**src/design/ppmfd_pkg.sv**
```systemverilog
// Package of the PPM frame decoder: reset values, register indexes,
// microcode word types and the control ROM. Depends on nothing.
`timescale 1ns / 1ps

package ppmfd_pkg;

  localparam int NUM_CHANNELS_DEFAULT = 8;

  localparam logic [31:0] CLOCK_HZ_RESET  = 32'd80000000;
  localparam logic [15:0] SYNC_US_RESET   = 16'd2700;
  localparam logic [31:0] TIMEOUT_RESET   = 32'd7999999;
  localparam logic [31:0] US_PER_SECOND   = 32'd1000000;
  localparam logic [15:0] WIDTH_MAX       = 16'hFFFF;

  // Configuration register indexes
  localparam logic [1:0] REG_CLOCK_HZ = 2'd0;
  localparam logic [1:0] REG_SYNC_US  = 2'd1;
  localparam logic [1:0] REG_TIMEOUT  = 2'd2;

  localparam int STEP_W = 4;
  typedef logic [STEP_W-1:0] step_t;

  // Program addresses
  localparam step_t S_WAIT     = 4'd0;
  localparam step_t S_CHK_TICK = 4'd1;
  localparam step_t S_CHK_FALL = 4'd2;
  localparam step_t S_CHK_DIFF = 4'd3;
  localparam step_t S_DIV1     = 4'd4;
  localparam step_t S_DIV1_W   = 4'd5;
  localparam step_t S_DIV2     = 4'd6;
  localparam step_t S_DIV2_W   = 4'd7;
  localparam step_t S_CLASSIFY = 4'd8;
  localparam step_t S_STORE    = 4'd9;
  localparam step_t S_SAT      = 4'd10;
  localparam step_t S_PREV     = 4'd11;
  localparam step_t S_SYNC     = 4'd12;
  localparam step_t S_TICK     = 4'd13;
  localparam step_t S_EMIT     = 4'd14;
  localparam step_t S_EMIT_RET = 4'd15;

  typedef enum logic [3:0] {
    C_NONE, C_ALWAYS, C_NO_ACCEPT, C_TICK, C_NOT_FALL,
    C_DIFF_BAD, C_DIV_BUSY, C_WIDE, C_OUT_FREE
  } cond_t;

  typedef enum logic [3:0] {
    A_NOP, A_LATCH, A_WIDTH, A_STORE, A_SAT, A_SYNC, A_PREV, A_TICK, A_EMIT
  } act_t;

  typedef enum logic {
    DIV_CLOCK,  // clock_hz / diff
    DIV_SCALE   // 1000000 / previous quotient
  } div_sel_t;

  typedef struct packed {
    logic     ready;
    logic     div_start;
    div_sel_t div_sel;
    act_t     act;
    cond_t    cond;
    step_t    target;
  } ucode_t;

  typedef struct packed {
    logic accept;
    logic is_tick;
    logic not_fall;
    logic diff_bad;
    logic div_busy;
    logic wide;
    logic out_free;
  } status_t;

  function automatic ucode_t mk(logic rdy, logic ds, div_sel_t sel, act_t a,
                                cond_t c, step_t t);
    ucode_t w;
    w.ready     = rdy;
    w.div_start = ds;
    w.div_sel   = sel;
    w.act       = a;
    w.cond      = c;
    w.target    = t;
    return w;
  endfunction

  // Control program: branch to target when the condition holds, else fall through.
  function automatic ucode_t ucode_rom(step_t s);
    ucode_t w;
    case (s)
      S_WAIT:     w = mk(1'b1, 1'b0, DIV_CLOCK, A_LATCH, C_NO_ACCEPT, S_WAIT);
      S_CHK_TICK: w = mk(1'b0, 1'b0, DIV_CLOCK, A_NOP,   C_TICK,      S_TICK);
      S_CHK_FALL: w = mk(1'b0, 1'b0, DIV_CLOCK, A_NOP,   C_NOT_FALL,  S_PREV);
      S_CHK_DIFF: w = mk(1'b0, 1'b0, DIV_CLOCK, A_NOP,   C_DIFF_BAD,  S_SAT);
      S_DIV1:     w = mk(1'b0, 1'b1, DIV_CLOCK, A_NOP,   C_NONE,      S_WAIT);
      S_DIV1_W:   w = mk(1'b0, 1'b0, DIV_CLOCK, A_NOP,   C_DIV_BUSY,  S_DIV1_W);
      S_DIV2:     w = mk(1'b0, 1'b1, DIV_SCALE, A_NOP,   C_NONE,      S_WAIT);
      S_DIV2_W:   w = mk(1'b0, 1'b0, DIV_CLOCK, A_NOP,   C_DIV_BUSY,  S_DIV2_W);
      S_CLASSIFY: w = mk(1'b0, 1'b0, DIV_CLOCK, A_WIDTH, C_WIDE,      S_SYNC);
      S_STORE:    w = mk(1'b0, 1'b0, DIV_CLOCK, A_STORE, C_ALWAYS,    S_PREV);
      S_SAT:      w = mk(1'b0, 1'b0, DIV_CLOCK, A_SAT,   C_ALWAYS,    S_SYNC);
      S_PREV:     w = mk(1'b0, 1'b0, DIV_CLOCK, A_PREV,  C_ALWAYS,    S_EMIT);
      S_SYNC:     w = mk(1'b0, 1'b0, DIV_CLOCK, A_SYNC,  C_ALWAYS,    S_PREV);
      S_TICK:     w = mk(1'b0, 1'b0, DIV_CLOCK, A_TICK,  C_ALWAYS,    S_EMIT);
      S_EMIT:     w = mk(1'b0, 1'b0, DIV_CLOCK, A_EMIT,  C_OUT_FREE,  S_WAIT);
      S_EMIT_RET: w = mk(1'b0, 1'b0, DIV_CLOCK, A_NOP,   C_ALWAYS,    S_EMIT);
      default:    w = mk(1'b0, 1'b0, DIV_CLOCK, A_NOP,   C_ALWAYS,    S_WAIT);
    endcase
    return w;
  endfunction

endpackage

```
**src/design/ppm_frame_decoder.sv**
```systemverilog
// PPM frame decoder: one item at a time, one result per item.
// A tick counts down the timeout; an edge that is not falling records its stamp;
// a zero or oversized gap saturates the width and marks sync; a falling edge runs
// two serial divides. A stalled result holds the next item.
// Reset (rst, synchronous): widths and slot cleared, timeout loaded, registers to
// their defaults; the block is ready in the first cycle after reset.
`timescale 1ns / 1ps

module ppm_frame_decoder
  import ppmfd_pkg::*;
#(
  parameter int NUM_CHANNELS = NUM_CHANNELS_DEFAULT
) (
  input  logic        clk,
  input  logic        rst,
  // configuration write port
  input  logic        cfg_we,
  input  logic [1:0]  cfg_index,
  input  logic [31:0] cfg_data,
  // input channel
  input  logic        in_valid,
  output logic        in_ready,
  input  logic        opcode,
  input  logic [31:0] capture_time,
  input  logic        pin_level,
  input  logic [15:0] elapsed_ticks,
  input  logic [2:0]  read_slot,
  // result channel
  output logic        out_valid,
  input  logic        out_ready,
  output logic        frame_valid,
  output logic        sync_seen,
  output logic        channel_written,
  output logic [2:0]  written_slot,
  output logic [15:0] pulse_width_us,
  output logic [15:0] read_width,
  output logic        timed_out
);

  localparam int IDX_W = (NUM_CHANNELS > 1) ? $clog2(NUM_CHANNELS) : 1;
  localparam int CNT_W = $clog2(NUM_CHANNELS + 1);

  // Configuration registers
  logic [31:0] clock_hz;
  logic [15:0] sync_threshold_us;
  logic [31:0] timeout_reload;

  // Decoder state
  logic [15:0]      channel_widths [NUM_CHANNELS];
  logic [CNT_W-1:0] channel_slot;
  logic [31:0]      previous_stamp;
  logic             previous_level;
  logic             valid_flag;
  logic [31:0]      timeout_count;

  // Latched item
  logic        it_opcode;
  logic [31:0] it_stamp;
  logic        it_level;
  logic [15:0] it_ticks;
  logic [2:0]  it_rslot;

  // Result being built
  logic        res_sync;
  logic        res_written;
  logic [2:0]  res_wslot;
  logic [15:0] res_width;
  logic        res_expired;

  ucode_t  ctrl;
  status_t status;

  logic        accept;
  logic        out_free;
  logic [31:0] diff;
  logic        div_busy;
  logic [31:0] div_quot;
  logic [31:0] div_dividend;
  logic [31:0] div_divisor;
  logic [15:0] width_sat;
  logic        all_nonzero;
  logic [4:0]  slot_ext;
  logic [4:0]  rd_ext;
  logic [15:0] rd_width;
  logic        slot_free;

  assign in_ready = ctrl.ready;
  assign accept   = in_valid && in_ready;
  assign out_free = !out_valid || out_ready;

  // Time since the previous edge, modulo 2^32
  assign diff = it_stamp - previous_stamp;

  // Saturate the scaled width to 16 bits
  assign width_sat = (|div_quot[31:16]) ? WIDTH_MAX : div_quot[15:0];

  assign slot_ext  = 5'(channel_slot);
  assign slot_free = slot_ext < 5'(NUM_CHANNELS);
  assign rd_ext    = {2'b00, it_rslot};

  always_comb begin
    all_nonzero = 1'b1;
    for (int i = 0; i < NUM_CHANNELS; i++) begin
      if (channel_widths[i] == 16'd0) begin
        all_nonzero = 1'b0;
      end
    end
  end

  // Out-of-range read slots return zero
  assign rd_width = (rd_ext < 5'(NUM_CHANNELS)) ? channel_widths[rd_ext[IDX_W-1:0]] : 16'd0;

  always_comb begin
    status.accept   = accept;
    status.is_tick  = it_opcode;
    status.not_fall = !(previous_level && !it_level);
    status.diff_bad = (diff == 32'd0) || (diff > clock_hz);
    status.div_busy = div_busy;
    status.wide     = width_sat > sync_threshold_us;
    status.out_free = out_free;
  end

  // First divide: clock_hz / diff; second: 1000000 / first quotient
  assign div_dividend = (ctrl.div_sel == DIV_SCALE) ? US_PER_SECOND : clock_hz;
  assign div_divisor  = (ctrl.div_sel == DIV_SCALE) ? div_quot : diff;

  ppmfd_sequencer u_seq (
    .clk    (clk),
    .rst    (rst),
    .status (status),
    .ctrl   (ctrl)
  );

  ppmfd_divider u_div (
    .clk      (clk),
    .rst      (rst),
    .start    (ctrl.div_start),
    .dividend (div_dividend),
    .divisor  (div_divisor),
    .busy     (div_busy),
    .quotient (div_quot)
  );

  // Configuration: a write lands at once; keep writes to idle stretches;
  // index 3 is ignored
  always_ff @(posedge clk) begin
    if (rst) begin
      clock_hz          <= CLOCK_HZ_RESET;
      sync_threshold_us <= SYNC_US_RESET;
      timeout_reload    <= TIMEOUT_RESET;
    end else if (cfg_we) begin
      case (cfg_index)
        REG_CLOCK_HZ: clock_hz          <= cfg_data;
        REG_SYNC_US:  sync_threshold_us <= cfg_data[15:0];
        REG_TIMEOUT:  timeout_reload    <= cfg_data;
        default:      ;
      endcase
    end
  end

  // Datapath driven by the current control word
  always_ff @(posedge clk) begin
    if (rst) begin
      for (int i = 0; i < NUM_CHANNELS; i++) begin
        channel_widths[i] <= 16'd0;
      end
      channel_slot   <= '0;
      previous_stamp <= 32'd0;
      previous_level <= 1'b0;
      valid_flag     <= 1'b0;
      timeout_count  <= TIMEOUT_RESET;
      out_valid      <= 1'b0;
    end else begin
      // load a new result when free, else drop the held one once it transfers
      if (ctrl.act == A_EMIT && out_free) begin
        out_valid <= 1'b1;
      end else if (out_valid && out_ready) begin
        out_valid <= 1'b0;
      end
      case (ctrl.act)
        A_LATCH: begin
          if (accept) begin
            it_opcode   <= opcode;
            it_stamp    <= capture_time;
            it_level    <= pin_level;
            it_ticks    <= elapsed_ticks;
            it_rslot    <= read_slot;
            res_sync    <= 1'b0;
            res_written <= 1'b0;
            res_wslot   <= 3'd0;
            res_width   <= 16'd0;
            res_expired <= 1'b0;
          end
        end
        A_WIDTH: res_width <= width_sat;
        A_SAT:   res_width <= WIDTH_MAX;
        A_STORE: begin
          // a full frame drops further widths
          if (slot_free) begin
            channel_widths[slot_ext[IDX_W-1:0]] <= res_width;
            res_written  <= 1'b1;
            res_wslot    <= slot_ext[2:0];
            channel_slot <= channel_slot + CNT_W'(1);
          end
        end
        A_SYNC: begin
          res_sync     <= 1'b1;
          channel_slot <= '0;
          valid_flag   <= all_nonzero;
          if (all_nonzero) begin
            timeout_count <= timeout_reload;
          end
        end
        A_PREV: begin
          previous_stamp <= it_stamp;
          previous_level <= it_level;
        end
        A_TICK: begin
          // expiry discards leftover ticks and reloads
          if ({16'd0, it_ticks} > timeout_count) begin
            res_expired   <= 1'b1;
            valid_flag    <= 1'b0;
            timeout_count <= timeout_reload;
          end else begin
            timeout_count <= timeout_count - {16'd0, it_ticks};
          end
        end
        A_EMIT: begin
          // hold until the output register is free
          if (out_free) begin
            frame_valid     <= valid_flag;
            sync_seen       <= res_sync;
            channel_written <= res_written;
            written_slot    <= res_wslot;
            pulse_width_us  <= res_width;
            read_width      <= rd_width;
            timed_out       <= res_expired;
          end
        end
        default: ;
      endcase
    end
  end

endmodule

```
**src/design/ppmfd_divider.sv**
```systemverilog
// Radix-2 restoring divider, one quotient bit per cycle.
// Depends on nothing beyond the clock and reset.
`timescale 1ns / 1ps

module ppmfd_divider (
  input  logic        clk,
  input  logic        rst,
  input  logic        start,
  input  logic [31:0] dividend,
  input  logic [31:0] divisor,
  output logic        busy,
  output logic [31:0] quotient
);

  logic [31:0] rem;
  logic [31:0] quo;
  logic [31:0] dvs;
  logic [4:0]  count;
  logic [32:0] shifted;
  logic [32:0] trial;

  assign shifted  = {rem, quo[31]};
  assign trial    = shifted - {1'b0, dvs};
  assign quotient = quo;

  always_ff @(posedge clk) begin
    if (rst) begin
      busy  <= 1'b0;
      count <= '0;
    end else if (start) begin
      busy  <= 1'b1;
      count <= 5'd31;
      rem   <= '0;
      quo   <= dividend;
      dvs   <= divisor;
    end else if (busy) begin
      // trial[32] clear means the shifted remainder covers the divisor
      if (!trial[32]) begin
        rem <= trial[31:0];
        quo <= {quo[30:0], 1'b1};
      end else begin
        rem <= shifted[31:0];
        quo <= {quo[30:0], 1'b0};
      end
      if (count == 5'd0) begin
        busy <= 1'b0;
      end
      count <= count - 5'd1;
    end
  end

endmodule

```
**src/design/ppmfd_sequencer.sv**
```systemverilog
// Microcode sequencer: step counter, control ROM lookup and branch logic.
// Depends on ppmfd_pkg for the control word, status and program.
`timescale 1ns / 1ps

module ppmfd_sequencer
  import ppmfd_pkg::*;
(
  input  logic    clk,
  input  logic    rst,
  input  status_t status,
  output ucode_t  ctrl
);

  step_t step;
  step_t step_next;
  logic  take;

  assign ctrl = ucode_rom(step);

  always_comb begin
    case (ctrl.cond)
      C_NONE:      take = 1'b0;
      C_ALWAYS:    take = 1'b1;
      C_NO_ACCEPT: take = !status.accept;
      C_TICK:      take = status.is_tick;
      C_NOT_FALL:  take = status.not_fall;
      C_DIFF_BAD:  take = status.diff_bad;
      C_DIV_BUSY:  take = status.div_busy;
      C_WIDE:      take = status.wide;
      C_OUT_FREE:  take = status.out_free;
      default:     take = 1'b1;
    endcase
    step_next = take ? ctrl.target : step + step_t'(1);
  end

  always_ff @(posedge clk) begin
    if (rst) begin
      step <= S_WAIT;
    end else begin
      step <= step_next;
    end
  end

endmodule

```
**config.mk**
```make
export PLATFORM = sky130hd
export DESIGN_NAME = ppm_frame_decoder
export DESIGN_NICKNAME = d
export VERILOG_FILES = /design/src/design/ppmfd_pkg.sv /design/src/design/ppm_frame_decoder.sv /design/src/design/ppmfd_divider.sv /design/src/design/ppmfd_sequencer.sv
export SDC_FILE = /design/constraint.sdc
export NUM_CORES = 1
export LEC_CHECK = 0
export ABC_AREA = 0
export BUFFER_PORTS_ARGS = -buffer_cell sky130_fd_sc_hd__buf_2
export CORE_MARGIN = 5
export CORE_UTILIZATION = 60
export CTS_BUF_LIST = sky130_fd_sc_hd__clkbuf_16
export CTS_CLUSTER_DIAMETER = 30
export DETAILED_ROUTE_END_ITERATION = 8
export HOLD_SLACK_MARGIN = 0.1
export PLACE_DENSITY = 0.78
export SLEW_MARGIN = 10
export SYNTH_ARGS = -nofsm -noshare
export SYNTH_HDL_FRONTEND = slang
export SYNTH_HIERARCHICAL = 1
export SYNTH_SLANG_ARGS = --single-unit
export TNS_END_PERCENT = 20
```
**constraint.sdc**
```tcl
create_clock -name clk -period 6.6 [get_ports clk]
set_input_delay 0.99 -clock clk [delete_from_list [all_inputs] [get_ports clk]]
set_output_delay 0.99 -clock clk [all_outputs]
set_load 0.02 [all_outputs]
```
==> results of run 1 <==
path summary, 6_finish.rpt:
check | slack [ps] | to | from
worst min-delay path | 420 | channel_written | res_written
worst max-delay path | 400 | u_seq/ctrl[2] | it_stamp[0]
worst max register to register | 400 | u_seq/ctrl[2] | it_stamp[0]
worst min register to register | 420 | channel_written | res_written
placed cells by master, fill, tap and decap left out, types with 42 or more instances in the layout:
cell type,Yosys,routed
edfxtp_1,338,338
nand2_1,330,330
inv_1,175,187
a21oi_1,181,179
dfxtp_1,175,173
and2_1,143,143
ha_1,137,135
buf_2,5,131
nor2_1,136,130
clkbuf_16,0,110
o21ai_0,71,69
mux2_2,68,68
a21o_1,51,51
nor4_1,49,49
nand3_1,47,47
o21a_1,42,42
power by group:
group / internal (mW) / switching (mW) / total, mW
Sequential: 3.80 / 0.266 / 4.07
Combinational: 0.872 / 1.26 / 2.13
Clock: 3.80 / 1.80 / 5.59
Total: 8.47 / 3.33 / 11.8
per-layer routing:
metal / up-vias / GRT usage, % / share of wire [%]
met3: 194 / 6.50 / 8.1
met2: 886 / 47.0 / 47
met1: 10457 / 40.3 / 42
met5: - / 0 / 0.12
met4: 12 / 9.90 / 3.1
li1: 9914 / - / -
sequential cells by signal, summed over array words and instances (netlist names), 32 cells and up:
name	cells
timeout_reload	32
clock_hz	32
u_div/dvs	32
it_stamp	32
previous_stamp	32
u_div/rem	32
u_div/quotient	32
timeout_count	32
channel_widths	128
worst reg2reg max path, delay by kind of cell (launching register included):
family          cells  cell delay, ps
mux                 2             320
buf+inv             5             570
compound gates     15            3290
flops               1             380
fa+ha+maj           4             950
simple gates        4             650
area by class of cell:
class	count	area, sq um	area share (%)
flip-flops and latches	513	13700	42.0
diodes	3	7.51	0.0231
multi-input cells	1827	12700	39.1
well taps	600	751	2.31
clock inverters	89	1050	3.22
clock buffers	110	2750	8.47
inverters	179	674	2.08
repair buffers	161	893	2.75
cell families (layout without fill, tap and decap cells):
family                     count (synthesis)  after routing  synth area share, %
adders and majority gates                140            140                 6.46
muxes                                    142            142                 6.99
buffers and inverters                    295            539                 4.30
other                                      0              3                    0
and+or+nand+nor                          928            928                 17.0
AOI/OAI and AO/OA                        548            548                 13.3
xor gates and xnor gates                  69             69                 2.20
DFF                                      513            513                 49.7
==> results.sh, run 1 <==
export IMPL_crit_top_cell="o21ai_0"
export IMPL_worst_hold_path_type="reg2reg"
export IMPL_yosys_top_cells_count="338 x edfxtp_1, 330 x nand2_1, 181 x a21oi_1"
export IMPL_synth_most_common_cell="edfxtp_1"
export IMPL_synth_cells=2635
export IMPL_grt_pass1_vias=21665
export IMPL_grt_max_degree=79
export IMPL_holdBufCountCts=0
export IMPL_row_count=78
export IMPL_path_buf_inv=5
export IMPL_viasPerCell=6.16
export IMPL_cp_top_family="compound AO/OA/AOI/OAI gates"
export IMPL_crit_fanout=10
export IMPL_slew_viol_final=0
export IMPL_yosysTopAreaCellShare_pct=37.0
export IMPL_rr_worst_depth=30
export IMPL_cts_buffers_inserted=108
export IMPL_hold_viol_final=0
export IMPL_synth_seq_cells=513
export IMPL_yosys_cell_types_count=101
export IMPL_antenna_found_initial=11
export IMPL_fp_dieH_microns=224
export IMPL_synth_nets=2867
export IMPL_detail_route_antenna_nets=0
export IMPL_path_clk_slew_ps=50
export IMPL_clkLatencyLatePin_ps=660
export IMPL_worstPathArrival_ps=6780
export IMPL_cts_setup_buffers=0
export IMPL_design_area_sq_um=32500
export IMPL_grt_ovfl_total=0
export IMPL_synth_top_cell_by_area="edfxtp_1"
export IMPL_cp_depth=30
export IMPL_ios=133
export IMPL_cpPeakStageDelay_ps=410
export IMPL_drt_iter0_markers=2089
export IMPL_outcome="complete, no violations"
export IMPL_clock_skew_ps=36.8
export IMPL_max_freq_mhz=161
export IMPL_ys_seq_area_share_pct=49.7
export IMPL_die_w_microns=224
export IMPL_syn_area_sq_um=27500
export IMPL_cpMaxStageDelayCell="fa_1"
export IMPL_final_util_pct=71.8
export IMPL_cts_resized=0
export IMPL_start_util_pct=60.6
export IMPL_die_area_sq_um=50100
export IMPL_place_gp_congestion=0.930
export IMPL_synth_edff_count=338
export IMPL_htreeDepth=3
export IMPL_drv_cap=0
export IMPL_ir_worst_vdd_uv=323
export IMPL_p_total_mw=11.8
export IMPL_cts_max_path_buffers=3
export IMPL_hold_depth=0
export IMPL_grtUsageTotal_pct=29.4
export IMPL_placed_cells=3279
export IMPL_setup_tns_ps=0
export IMPL_wl_per_cell_microns=21.5
export IMPL_areaGrowthSynthToFinish_pct=18.4
export IMPL_nets=3022
export IMPL_power_density_nw_per_um2=363
export IMPL_fin_cells=3482
export IMPL_post_synth_cell_area_avg_sq_um=10.4
export IMPL_setup_viol=0
export IMPL_rsz0062_at_grt="false"
export IMPL_max_slew_margin_rel_pct=22.0
export IMPL_power_leakage_nw=12.6
export IMPL_critPathKind="reg2reg"
export IMPL_io_buffers=132
export IMPL_post_place_ws_ps=335
export IMPL_hold_slack_ps=416
export IMPL_crit_path_end_kind="flop"
export IMPL_yosysWarnings=6
export IMPL_grt_first_pass_wirelength_mm=118
export IMPL_drcViolationCount=0
export IMPL_tightest_slew_ps=1160
export IMPL_fillCellCount=3132
export IMPL_synthArstFlopShare_pct=0
export IMPL_core_area_sq_um=45300
export IMPL_ys_top_cells_by_area="edfxtp_1 37%, dfxtp_1 13%, ha_1 6.2%, nand2_1 4.5%, a21oi_1 3.3%"
export IMPL_cp_required_ps=7180
export IMPL_totalWireLength_mm=75.0
export IMPL_drt_first_pass_iters=6
export IMPL_drive_gt1_share_pct=17.9
export IMPL_dpl_hpwl_mm=51.8
export IMPL_cts_tree="built"
export IMPL_cts_root_buf="clkbuf_16"
export IMPL_fin_ws_ps=402
export IMPL_synth_main_ff_cell="edfxtp_1"
export IMPL_place_area_sq_um=28600
export IMPL_fin_crit_ps=6200
export IMPL_cts_sinks=513
export IMPL_fin_crit_sh_pct=93.9
export IMPL_crit_path_start_kind="flop"
export IMPL_vias=21463
No activity file was read; power rests on OpenSTA's default activity.
==> run 2: changes to the inputs <==
--- a/config.mk
+++ b/config.mk
@@ -7,6 +7,7 @@
 export LEC_CHECK = 0
 export ABC_AREA = 0
 export BUFFER_PORTS_ARGS = -buffer_cell sky130_fd_sc_hd__buf_2
+export CAP_MARGIN = 20
 export CORE_MARGIN = 5
 export CORE_UTILIZATION = 60
 export CTS_BUF_LIST = sky130_fd_sc_hd__clkbuf_16
@@ -14,6 +15,7 @@
 export DETAILED_ROUTE_END_ITERATION = 8
 export HOLD_SLACK_MARGIN = 0.1
 export PLACE_DENSITY = 0.78
+export RECOVER_POWER = 50
 export SLEW_MARGIN = 10
 export SYNTH_ARGS = -nofsm -noshare
 export SYNTH_HDL_FRONTEND = slang
==> run 2 against run 1 <==
Compared with the run above:
- the run now ends with max-capacitance violations, max-slew violations left
- hold slack got worse by 5.3 ps
- maximum frequency increased by 0.45%
- global-route usage decreased by 0.32 points
- combinational power about the same
- core utilization decreased by 0.70 points
- worst setup slack improved by 27 ps
- total power decreased by 3.2%
- sequential share of layout area increased by 0.41 points
- cell area decreased by 0.97%
- clock power decreased by 6.4%
- routed wire length decreased by 0.89%
- non-clock buffer count increased by 4
- critical endpoint is now u_seq/ctrl[14]
==> results.sh, run 2 (synthesized netlist as in run 1, its figures left out) <==
export IMPL_outcome="complete, but fails checks"
export IMPL_violations="max-capacitance violations, max-slew violations"
export IMPL_cts_setup_buffers=0
export IMPL_worst_hold_path_type="reg2reg"
export IMPL_grt_first_pass_wirelength_mm=117
export IMPL_tightest_slew_ps=3560
export IMPL_rr_worst_depth=28
export IMPL_cts_resized=0
export IMPL_rsz0062_at_grt="false"
export IMPL_grt_pass1_vias=21291
export IMPL_cts_root_buf="clkbuf_16"
export IMPL_hold_depth=0
export IMPL_fin_crit_ps=6170
export IMPL_antenna_found_initial=10
export IMPL_die_area_sq_um=50100
export IMPL_viasPerCell=6.12
export IMPL_p_switching_mw=3.28
export IMPL_top_register="channel_widths"
export IMPL_drt_first_pass_iters=5
export IMPL_drcViolationCount=0
export IMPL_hp_start="res_written"
export IMPL_power_frac_clock_pct=45.8
export IMPL_ios=133
export IMPL_place_gp_congestion=0.930
export IMPL_cp_required_ps=7110
export IMPL_areaGrowthSynthToFinish_pct=17.2
export IMPL_dpl_hpwl_mm=51.7
export IMPL_row_count=78
export IMPL_vias=21357
export IMPL_drive_gt1_share_pct=15.7
export IMPL_seq_power_share_pct=35.7
export IMPL_ir_worst_vdd_uv=279
export IMPL_final_cell_mix="338 x edfxtp_1, 330 x nand2_1, 187 x inv_1"
export IMPL_largest_reg_flops=128
export IMPL_path_clk_slew_ps=50
export IMPL_place_area_sq_um=28700
export IMPL_slew_viol_final=360
export IMPL_cts_tree="built"
export IMPL_r2r_end="u_seq/ctrl[14]"
export IMPL_fp_dieH_microns=224
export IMPL_detail_route_antenna_nets=0
export IMPL_drt_iter0_markers=1961
export IMPL_totalWireLength_mm=74.3
export IMPL_intPower_mw=8.14
export IMPL_drv_cap=7
export IMPL_cpMaxStageDelayCell="or4b_2"
export IMPL_setup_tns_ps=0
export IMPL_cpPeakStageDelay_ps=660
export IMPL_min_to="channel_written"
export IMPL_design_area_sq_um=32200
export IMPL_htreeDepth=3
export IMPL_r2r_setup_slack_ps=430
export IMPL_reg2reg_from="it_stamp[0]"
export IMPL_grtUsageTotal_pct=29.1
export IMPL_swShare_pct=28.7
export IMPL_max_freq_mhz=162
export IMPL_fin_crit_sh_pct=93.5
export IMPL_critPathKind="reg2reg"
export IMPL_cts_sinks=513
export IMPL_cts_buffers_inserted=106
export IMPL_layout_commonest_cell="edfxtp_1"
export IMPL_core_area_sq_um=45300
export IMPL_clkLatencyLatePin_ps=650
export IMPL_io_buffers=132
export IMPL_cts_max_path_buffers=3
export IMPL_placed_cells=3280
export IMPL_power_density_nw_per_um2=355
export IMPL_pwr_share_comb_pct=18.5
export IMPL_max_slew_margin_rel_pct=-137
export IMPL_grt_ovfl_total=0
export IMPL_crit_path_start_kind="flop"
export IMPL_die_w_microns=224
export IMPL_worstPathArrival_ps=6680
export IMPL_fin_cells=3489
export IMPL_holdBufCountCts=0
export IMPL_power_leakage_nw=12.4
export IMPL_hold_viol_final=0
export IMPL_wl_per_cell_microns=21.3
export IMPL_crit_path_end_kind="flop"
export IMPL_nets=3024
export IMPL_clock_skew_ps=47.4
export IMPL_start_util_pct=60.6
export IMPL_setup_viol=0
export IMPL_crit_fanout=10
export IMPL_grt_max_degree=79
==> run 2: final cells by class <==
class	instances	area [sq um]
well taps	600	751
inverters	179	674
clock buffers	107	2680
flip-flops and latches	513	13700
multi-input cells	1827	12700
repair buffers	165	833
fillers	3230	13100
clock inverters	94	907
diodes	4	10.0
==> run 2: power by group through the flow <==
stage	clock network [mW]	logic, mW	registers [mW]
final	5.23	2.12	4.07
after global routing	5.47	2.33	4.09
after CTS	5.27	2.09	4.06
after detailed placement	0	2.07	4.11
after global placement	0	2.01	4.10
after floorplan	0	1.58	3.99
==> run 2: critical path, delay by kind of cell, from the launching register on <==
kind	cells	cell delay, ps
compound gates	11	2300
fa+ha+maj	4	1080
buf+inv	4	410
flops	1	370
simple gates	9	1910
==> run 2: worst max-delay path by stage <==
stage                     cells past startpoint         from  slack (ps)        endpoint
after floorplan                              28  it_stamp[0]         750  u_seq/ctrl[14]
after global placement                       28  it_stamp[6]         420   u_seq/ctrl[8]
after detailed placement                     28  it_stamp[6]         340   u_seq/ctrl[8]
after CTS                                    28  it_stamp[6]         290  u_seq/ctrl[14]
after global routing                         30  it_stamp[0]          30  u_seq/ctrl[14]
final                                        28  it_stamp[0]         430  u_seq/ctrl[14]
==> run 2: layer usage <==
| layer | global-route usage, % | vias up | part of all wire, % |
|---|---|---|---|
| met2 | 46.7 | 936 | 47 |
| met5 | 0 | - | 0.096 |
| met3 | 6.39 | 163 | 8.8 |
| li1 | - | 9931 | - |
| met4 | 9.84 | 12 | 2.8 |
| met1 | 39.7 | 10315 | 41 |
==> run 2: stage by stage <==
stage / setup slack, ps / power [mW] / hold WS [ps] / utilization (%)
floorplan: 754 / 5.57 / 400 / -
global placement: 418 / 6.11 / 405 / 63.2
detailed placement: 336 / 6.17 / 405 / 63.3
CTS: 293 / 11.4 / 411 / 71.2
global route: 31.0 / 11.9 / 427 / 71.1
finish: 429 / 11.4 / 411 / 71.1
